--- src/rtl/rbab_ram.sv ---
// generic single write, single read ram with registered read data
module rbab_ram #(
	parameter int WIDTH = 8,
	parameter int DEPTH = 256,
	localparam int AW = $clog2(DEPTH)
) (
	input  logic             clk,
	input  logic             we,
	input  logic [AW-1:0]    waddr,
	input  logic [WIDTH-1:0] wdata,
	input  logic             re,
	input  logic [AW-1:0]    raddr,
	output logic [WIDTH-1:0] rdata
);

	logic [WIDTH-1:0] mem_q [DEPTH];
	logic [WIDTH-1:0] rdata_q;

	always_ff @(posedge clk) begin
		if (we) begin
			mem_q[waddr] <= wdata;
		end
		if (re) begin
			rdata_q <= mem_q[raddr];
		end
	end

	assign rdata = rdata_q;

endmodule

--- config.mk ---
export PLATFORM = sky130hd
export DESIGN_NAME = rbab_ram
export DESIGN_NICKNAME = d
export VERILOG_FILES = /design/src/rtl/rbab_ram.sv
export SDC_FILE = /design/constraint.sdc
export NUM_CORES = 2
export LEC_CHECK = 0
export BUFFER_PORTS_ARGS = -buffer_cell sky130_fd_sc_hd__buf_2
export CAP_MARGIN = 5
export CORE_MARGIN = 3
export CORE_UTILIZATION = 45
export CTS_CLUSTER_SIZE = 8
export DETAILED_ROUTE_END_ITERATION = 16
export PLACE_DENSITY = 0.59
export SLEW_MARGIN = 20
export SYNTH_ARGS = -nofsm -noshare
export SYNTH_HDL_FRONTEND = slang
export SYNTH_SLANG_ARGS = --single-unit
--- constraint.sdc ---
create_clock -name clk -period 6.45 [get_ports clk]
set_clock_uncertainty 0.15 [all_clocks]
set_input_delay 0 -clock clk [delete_from_list [all_inputs] [get_ports clk]]
set_output_delay 0 -clock clk [all_outputs]
set_load 0.005 [all_outputs]
==> flow_metrics.py <==
metrics = {
    "route": {
        "routed_wl_um": 204000,
        "post_drt_wl_per_cell_um": 32.4,
        "postRouteAntennaNets": 0,
        "firstDrtPassIters": 5,
        "vias": 38874,
        "viasPerCell": 6.17,
        "drtIter0Drc": 4282,
        "drc": 0,
    },
    "setup_path": {
        "cp_cell_sequence": "dlygate4sd3_1, buf_2, nor2b_1, nand3_1, buf_4, nor2_1",
        "cp-start-kind": "primary input",
        "crit_family": "simple AND/OR/NAND/NOR gates",
        "arrival_ps": 3710,
        "r2r_start": "mem_q[80][5]",
        "crit_start": "waddr[0]",
        "critical_path.slowest_cell": "nand3_1",
        "cp_num_buf_inv": 3,
        "worstPathRequired_ps": 6780,
        "critical_path_class": "primary input to register",
        "critical_path.max_fanout": 10,
        "slowest_delay_ps": 960,
        "worst_setup_path_end_kind": "register",
    },
    "timing": {
        "layout_setup_ws_ps": 3070,
        "fin_crit_ps": 3380,
        "setup_tns_ps": 0,
        "slew_headroom_pct": 16.0,
        "fin_crit_sh_pct": 52.4,
        "rsz0062_at_grt": "no",
        "finalSetupViolCount": 0,
        "hold_ws_ps": 44.8,
        "tightest_slew_ps": 1260,
        "slew_violations": 0,
        "max_freq_mhz": 296,
        "final_hold_viol_count": 0,
    },
    "yosys": {
        "synth_nets": 3760,
        "yosysSeqAreaShare_pct": 77.5,
        "syn-mean-instance-area_um2": 21.3,
        "ys_warn_count": 0,
        "async_flop_share_pct": 0,
        "synthFlopType": "edfxtp_1",
        "netlist-cell-type-count": 54,
        "synth_edf_count": 2056,
        "syn_inst": 3733,
        "synth_seq_cells": 2056,
        "netlist_area_um2": 79600,
    },
    "global_route": {
        "grt_pass1_vias": 40019,
        "antenna_found_initial": 11,
        "grt_max_degree": 199,
        "grt_first_pass_wirelength_um": 294000,
        "overflow": 0,
        "track_usage_pct": 22.6,
    },
    "cts": {
        "clk_pin_slew_ps": 50,
        "cts-resized-gates": 0,
        "cts_sinks": 2056,
        "post_cts_buffers": 0,
        "clockBufferDepth": 4,
        "h-tree-depth": 5,
        "numCtsBuffers": 307,
        "clk-insertion-delay-late_ps": 920,
        "postCtsHoldBufs": 28,
        "tritoncts": "built",
        "cts_root_buffer": "clkbuf_16",
    },
    "cells_and_area": {
        "nets": 3987,
        "post-route-cell-area_um2": 90500,
        "utilization_pct": 51.7,
        "drive_gt1_share_pct": 23.5,
        "area_delta_synth_final_pct": 13.6,
    },
    "floorplanning": {
        "core_area_um2": 175000,
        "start_util_pct": 45.5,
        "fp-row-count": 153,
        "die_y_um": 427,
        "dieArea_um2": 182000,
        "fp.dieW_um": 427,
        "io_pins": 35,
    },
    "power": {
        "power_density_nw_per_um2": 329,
        "power_leakage_nw": 27.9,
        "vdd.ir_drop.worst_v": 0.000312,
    },
    "placement": {
        "gp_congestion": 0.816,
        "portBuffers": 34,
        "placed_area_um2": 82300,
        "post-place-ws_ps": 2360,
        "hpwl_um": 121000,
    },
    "min_path": {
        "worstHoldStart": "wdata[5]",
        "hp-class": "primary input to register",
    },
    "flow_run": {
        "maxCapViolations": 0,
    },
    "status": {
        "status": "finished clean",
    },
}
## cells in the final DEF, fill, tap and decap left out, types with 10 or more instances in the layout
cell type and count:
a211oi_1 16, a21oi_1 96, a221oi_1 13, a22oi_1 133, buf_12 11, buf_2 22
buf_4 79, buf_8 10, clkbuf_16 311, dlygate4sd3_1 28, edfxtp_1 2056, mux2i_1 134
mux4_2 454, nand2_1 32, nand3_1 31, nand4_1 10, nor2_1 274, nor2b_1 28
nor3_1 22, nor4_1 19, o211ai_1 10, o21ai_0 10, o221ai_1 46, o22ai_1 28
## sequential cells by signal (all words and copies together), names as in the netlist
| name | cells |
|---|---|
| rdata | 8 |
| mem_q | 2048 |
## metal layers
layer  vias to the layer above  GRT usage [%]  part of all wire, %
met3                       389           4.18                  7.4
met1                     20803           31.9                   41
li1                      16037              -                    -
met5                         -              0               0.0069
met4                         2           7.42                  3.2
met2                      1643           35.9                   48
## final timing paths
kind / end / slack (ps) / depth (start not counted)
hold reg to reg: rdata[0] / 960 / 6
setup reg to reg: rdata[5] / 3360 / 6
setup / recovery: mem_q[85][6] / 3070 / 6
hold / removal: mem_q[230][5] / 40 / 2
## cell families after synthesis
logic type / after synthesis / share of synthesized area (%)
AOI/OAI and AO/OA: 385 / 3.42
and+or+nand+nor: 466 / 2.63
DFF: 2056 / 77.5
buffers and inverters: 235 / 1.83
muxes: 591 / 14.6
## where the power goes
| part | internal [mW] | switching, mW | leakage (nW) | total (mW) |
|---|---|---|---|---|
| sequential | 14.8 | 0.0104 | 18.5 | 14.8 |
| combinational | 0.442 | 0.882 | 5.57 | 1.32 |
| clock | 8.41 | 5.25 | 3.89 | 13.7 |
| total | 23.6 | 6.14 | 27.9 | 29.8 |
## cell usage after synthesis (3+ instances only)
master / number / share of area, %
edfxtp_1: 2056 / 78
buf_6: 21 / 0.30
nor4_2: 3 / 0.047
nand2_1: 33 / 0.16
nor2b_1: 31 / 0.24
a221oi_1: 13 / 0.14
o22a_1: 5 / 0.055
nand2b_1: 8 / 0.063
a22o_1: 8 / 0.088
nor4_1: 24 / 0.19
o21ai_0: 10 / 0.063
buf_8: 13 / 0.25
buf_1: 22 / 0.10
and2_1: 6 / 0.047
nor2_1: 282 / 1.3
buf_2: 31 / 0.19
buf_12: 8 / 0.20
o22ai_1: 28 / 0.22
o32ai_1: 4 / 0.044
o211ai_1: 10 / 0.094
mux4_2: 454 / 13
a211oi_1: 16 / 0.15
or2_2: 4 / 0.031
o221ai_1: 46 / 0.51
a21oi_1: 96 / 0.60
a22oi_1: 133 / 1.3
nand3_1: 34 / 0.21
clkbuf_1: 111 / 0.52
nand4_1: 10 / 0.079
buf_4: 27 / 0.25
nor3_1: 22 / 0.14
mux2i_1: 134 / 1.7
## stage by stage
step	cells	power (mW)
6_report	6303	29.8
5_1_grt	6300	30.6
4_1_cts	6298	30.0
3_5_place_dp	5947	16.4
3_3_place_gp	5947	16.3
2_1_floorplan	3733	15.7
## area by class of cell
| cell class | instances | area (µm²) |
|---|---|---|
| Sequential cell | 2056 | 61700 |
| Timing Repair Buffer | 151 | 1380 |
| Inverter | 2 | 7.51 |
| Tap cell | 2325 | 2910 |
| Clock inverter | 12 | 123 |
| Multi-Input combinational cell | 1442 | 16500 |
| Antenna cell | 4 | 10.0 |
| Clock buffer | 311 | 7780 |
| Fill cell | 13690 | 84500 |
(Power assumes the default switching activity.)
