## src/rtl/rbab_pkg.sv

```systemverilog
// shared constants, codes, types and address helper for the rectangle blitter
package rbab_pkg;

	localparam int IMAGE_WIDTH     = 256;
	localparam int IMAGE_HEIGHT    = 256;
	localparam int BYTES_PER_PIXEL = 4;
	localparam int MEM_BYTES       = IMAGE_WIDTH * IMAGE_HEIGHT * BYTES_PER_PIXEL;
	// memory size is a power of two, so wrapping is a truncation
	localparam int ADDR_W          = $clog2(MEM_BYTES);
	localparam int CHAN_W          = (BYTES_PER_PIXEL > 1) ? $clog2(BYTES_PER_PIXEL) : 1;

	localparam int IN_ADDR_W = 18;
	localparam int BYTE_W    = 8;
	localparam int COORD_W   = 8;
	localparam int EXTENT_W  = 9;
	localparam int POS_W     = 10;
	localparam int ACC_W     = 16;
	localparam int CFG_IDX_W = 3;
	localparam int CFG_DATA_W = 9;

	localparam logic [BYTE_W-1:0] ALPHA_MAX = 8'd255;

	localparam logic [1:0] ACT_WR_SRC = 2'd0;
	localparam logic [1:0] ACT_WR_DST = 2'd1;
	localparam logic [1:0] ACT_START  = 2'd2;
	localparam logic [1:0] ACT_RD_DST = 2'd3;

	localparam logic [CFG_IDX_W-1:0] REG_SRC_X        = 3'd0;
	localparam logic [CFG_IDX_W-1:0] REG_SRC_Y        = 3'd1;
	localparam logic [CFG_IDX_W-1:0] REG_RECT_WIDTH   = 3'd2;
	localparam logic [CFG_IDX_W-1:0] REG_RECT_HEIGHT  = 3'd3;
	localparam logic [CFG_IDX_W-1:0] REG_DST_X        = 3'd4;
	localparam logic [CFG_IDX_W-1:0] REG_DST_Y        = 3'd5;
	localparam logic [CFG_IDX_W-1:0] REG_BLEND_ENABLE = 3'd6;
	localparam logic [CFG_IDX_W-1:0] REG_ALPHA        = 3'd7;

	typedef enum logic [2:0] {
		S_IDLE,
		S_RD,
		S_MAC1,
		S_MAC2,
		S_RDOUT,
		S_FIN
	} state_t;

	typedef struct packed {
		logic [BYTE_W-1:0] op_a;
		logic [BYTE_W-1:0] op_b;
		logic [ACC_W-1:0]  acc;
	} mac_req_t;

	// (row * width + column) * bytes per pixel + channel, wrapped to the memory
	function automatic logic [ADDR_W-1:0] pixel_addr(input logic [POS_W-1:0] row,
			input logic [POS_W-1:0] col, input logic [CHAN_W-1:0] chan);
		logic [31:0] a;
		a = (32'(row) * 32'(IMAGE_WIDTH) + 32'(col)) * 32'(BYTES_PER_PIXEL) + 32'(chan);
		return a[ADDR_W-1:0];
	endfunction

endpackage

```

## src/rtl/rbab_mac.sv

```systemverilog
// shared multiply-accumulate unit used for both blend products
module rbab_mac (
	input  rbab_pkg::mac_req_t               req,
	output logic [rbab_pkg::ACC_W-1:0]       sum
);
	import rbab_pkg::*;

	logic [2*BYTE_W-1:0] prod;

	assign prod = req.op_a * req.op_b;
	assign sum  = req.acc + ACC_W'(prod);

endmodule

```

## config.mk

```make
export PLATFORM = sky130hd
export DESIGN_NAME = rbab_mac
export DESIGN_NICKNAME = d
export VERILOG_FILES = /design/src/rtl/rbab_pkg.sv /design/src/rtl/rbab_mac.sv
export SDC_FILE = /design/constraint.sdc
export NUM_CORES = 1
export LEC_CHECK = 0
export BUFFER_PORTS_ARGS = -buffer_cell sky130_fd_sc_hd__clkbuf_2
export CAP_MARGIN = 10
export CORE_UTILIZATION = 55
export DETAILED_ROUTE_END_ITERATION = 16
export GPL_TIMING_DRIVEN = 0
export PLACE_DENSITY = 0.8
export SYNTH_ARGS = -nofsm -noshare
export SYNTH_HDL_FRONTEND = slang
export SYNTH_SLANG_ARGS = --single-unit
```

## constraint.sdc

```tcl
create_clock -name vclk -period 4.1
set_input_delay 0.205 -clock vclk [all_inputs]
set_output_delay 0.205 -clock vclk [all_outputs]
set_load 0.02 [all_outputs]
```

==> impl_metrics.py <==
metrics = {
    "hold_path": {
        "hp-start": "req[0]",
        "hp-class": "primary input to primary output",
    },
    "pwr": {
        "power.internal_mw": 1.15,
        "p_leak_nw": 1.83,
        "switching_power_mw": 1.32,
        "switching_share": 0.534,
        "ir_drop_v": 0.000676,
        "p_clk_frac": 0,
        "power_mw": 2.47,
        "pwr-share-comb": 1.000,
        "seq_power_share": 0,
        "p_per_area_mw_per_mm2": 714,
    },
    "die": {
        "rows": 24,
        "fp.dieH_um": 71.1,
        "pin_count": 48,
        "dieArea_mm2": 0.00505,
        "coreArea_mm2": 0.00447,
        "die_x_um": 71.1,
        "start_util": 0.586,
    },
    "placement": {
        "dp_hpwl_um": 4500,
        "dpl-instance-area_mm2": 0.00293,
        "numPortBuffers": 48,
        "place_congestion": 0.894,
        "place_inst": 421,
    },
    "yosys": {
        "syn_nets": 438,
        "ys_seq_area_frac": 0,
        "netlist.area_leader.share": 0.381,
        "yosys-top-cells-area": "fa_1, ha_1, inv_1",
        "syn_avg_cell_area_um2": 8.17,
        "synthCells": 321,
        "synth_cell_types": 38,
        "ys_warn_count": 0,
        "yosysTopAreaCell": "fa_1",
        "netlist_area_mm2": 0.00262,
    },
    "critical_path": {
        "path_class": "primary input to primary output",
        "setup.worst_path.start": "req[29]",
        "required_ns": 3.89,
        "cp_max_fo": 8,
        "cp_data_arrival_time_ns": 3.87,
        "cpMostUsedCell": "fa_1",
        "slowest_delay_ns": 0.55,
        "crit_slowest_cell": "fa_1",
        "crit_buf_inv": 4,
        "crit_path_end_kind": "primary output",
        "cp_top_family": "adder cells",
        "crit_chain": "clkbuf_8 > and2_1 > fa_1 > fa_1 > fa_1 > inv_1 > fa_1 > inv_1 > ha_4 > a21oi_4 > nor2_1 > nor4b_2 > a31o_1 > xnor2_1 > buf_4",
        "setup.worst_path.start_class": "primary input",
    },
    "drt": {
        "drt_iter0_drc": 91,
        "vias": 2235,
        "viasPerCell": 5.19,
        "routedWlPerCell_um": 14.0,
        "ant_nets": 0,
        "routed_wl_um": 6030,
        "dr.pass1.iters": 12,
        "drcViolationCount": 2,
    },
    "sta": {
        "setup_viol": 0,
        "slew_headroom": 0.818,
        "final_max_slew_viol_count": 0,
        "grt_setup_unrepaired": "true",
        "post-route-min-period_ns": 4.08,
        "fmax_mhz": 245,
        "worst_slew_pin_slew_ns": 0.272,
        "fin_tns_setup_ns": 0,
        "final-hold-violation-count": 0,
        "fin_worst_hold_slack_ns": 0.769,
        "period_share": 0.994,
    },
    "cells_and_area": {
        "multi_input_area_mm2": 0.00249,
        "seqCellArea_um2": 0,
        "syn2layout_area_growth_pct": 31.7,
        "fin_area_mm2": 0.00345,
        "antenna_cells": 0,
        "final_cells": 431,
        "n_fill_cell": 307,
        "drive_above_1_share": 0.311,
        "nFlopsAndLatches": 0,
        "num-clock-buffers": 0,
        "num-nets-final": 498,
    },
    "cts": {
        "cts_hold_buf": 0,
    },
    "grt": {
        "first_global_vias": 2156,
        "grt.overflow.total": 0,
        "antenna_found_initial": 0,
        "grt_use_total": 0.234,
        "grt_max_degree": 9,
        "grt_first_pass_wirelength_um": 9440,
    },
    "outcome": {
        "violations": "DRC",
        "status": "finished, violations left",
    },
    "flow_run": {
        "drv_cap": 0,
    },
}
-- final timing paths --
path,to,slack (ns),cells past startpoint
setup / recovery,sum[15],0.02,15
hold / removal,sum[0],0.77,3
-- Yosys cell counts --
cell and number:
buf_2 1, nor2_1 10, nand4_1 1, nor3_1 1, nand2_1 36, o21ai_1 2, a21oi_1 10, o311ai_4 1
o211ai_1 1, ha_1 35, o21bai_2 1, o21ai_0 1, and2_1 34, nor4b_1 2, o21a_1 3, o31a_4 1
inv_1 100, fa_1 50, a21o_1 1, and3_1 1, xor2_1 1, a211oi_1 2, o2111ai_1 1, a31o_1 1
and4b_1 1, a21oi_2 1, nand3b_1 1, or2_2 1, nand4b_1 1, nor2b_4 1, nand2b_1 1, nor3_2 1
xnor2_1 8, clkbuf_1 1, nand3_1 4, a21boi_1 1, nor2b_1 1, or3_1 1
-- metrics by stage --
step / utilization / setup slack, ns
floorplan: - / 0.0602
global placement: 0.655 / -0.228
detailed placement: 0.655 / -0.253
CTS: 0.715 / 0.00110
global route: 0.772 / -0.113
finish: 0.772 / 0.0248
-- kinds of logic after synthesis --
group | synth area share
AOI/OAI and AO/OA | 0.0787
and+or+nand+nor | 0.196
buffers and inverters | 0.146
adders and majority gates | 0.548
xor gates and xnor gates | 0.0300
-- cell type report --
class              count  area share
multi-input cells    219       0.722
repair buffers        60       0.151
inverters            100       0.109
well taps             52      0.0188
-- power groups by stage --
stage	Clock (mW)	Sequential (mW)	Combinational, mW
detailed placement	0	0	1.84
finish	0	0	2.47
CTS	0	0	2.17
global route	0	0	2.69
floorplan	0	0	1.41
global placement	0	0	1.79
-- per-layer routing --
metal,GRT usage,share of wire,routed length (µm)
met3,0.00427,0.017,105
met4,0.00889,0.0088,53
met2,0.479,0.57,3470
met1,0.288,0.40,2410
met5,0,0,0
-- placed cells by master, fill, tap and decap left out, types with 2 or more instances in the layout --
cell,count
inv_1,92
fa_1,45
and2_1,27
ha_1,26
clkbuf_2,24
nand2_1,23
buf_4,18
nand2_2,10
nor2_1,9
inv_2,8
xnor2_1,8
ha_4,8
buf_8,8
and2_4,7
a21oi_1,6
fa_2,5
clkbuf_8,5
nand3_1,4
nand2_4,3
o21a_1,3
a21oi_2,3
buf_12,3
a21oi_4,2
nor4b_2,2
o21ai_1,2
a211oi_1,2
-- what timing repair did --
action                                  in CTS  in global routing
endpoints found under the setup margin       7                  7
pin swaps                                   16                 39
gates resized for setup                     56                 69
setup buffers                                3                  9
Power figures use the tool's default switching activity.
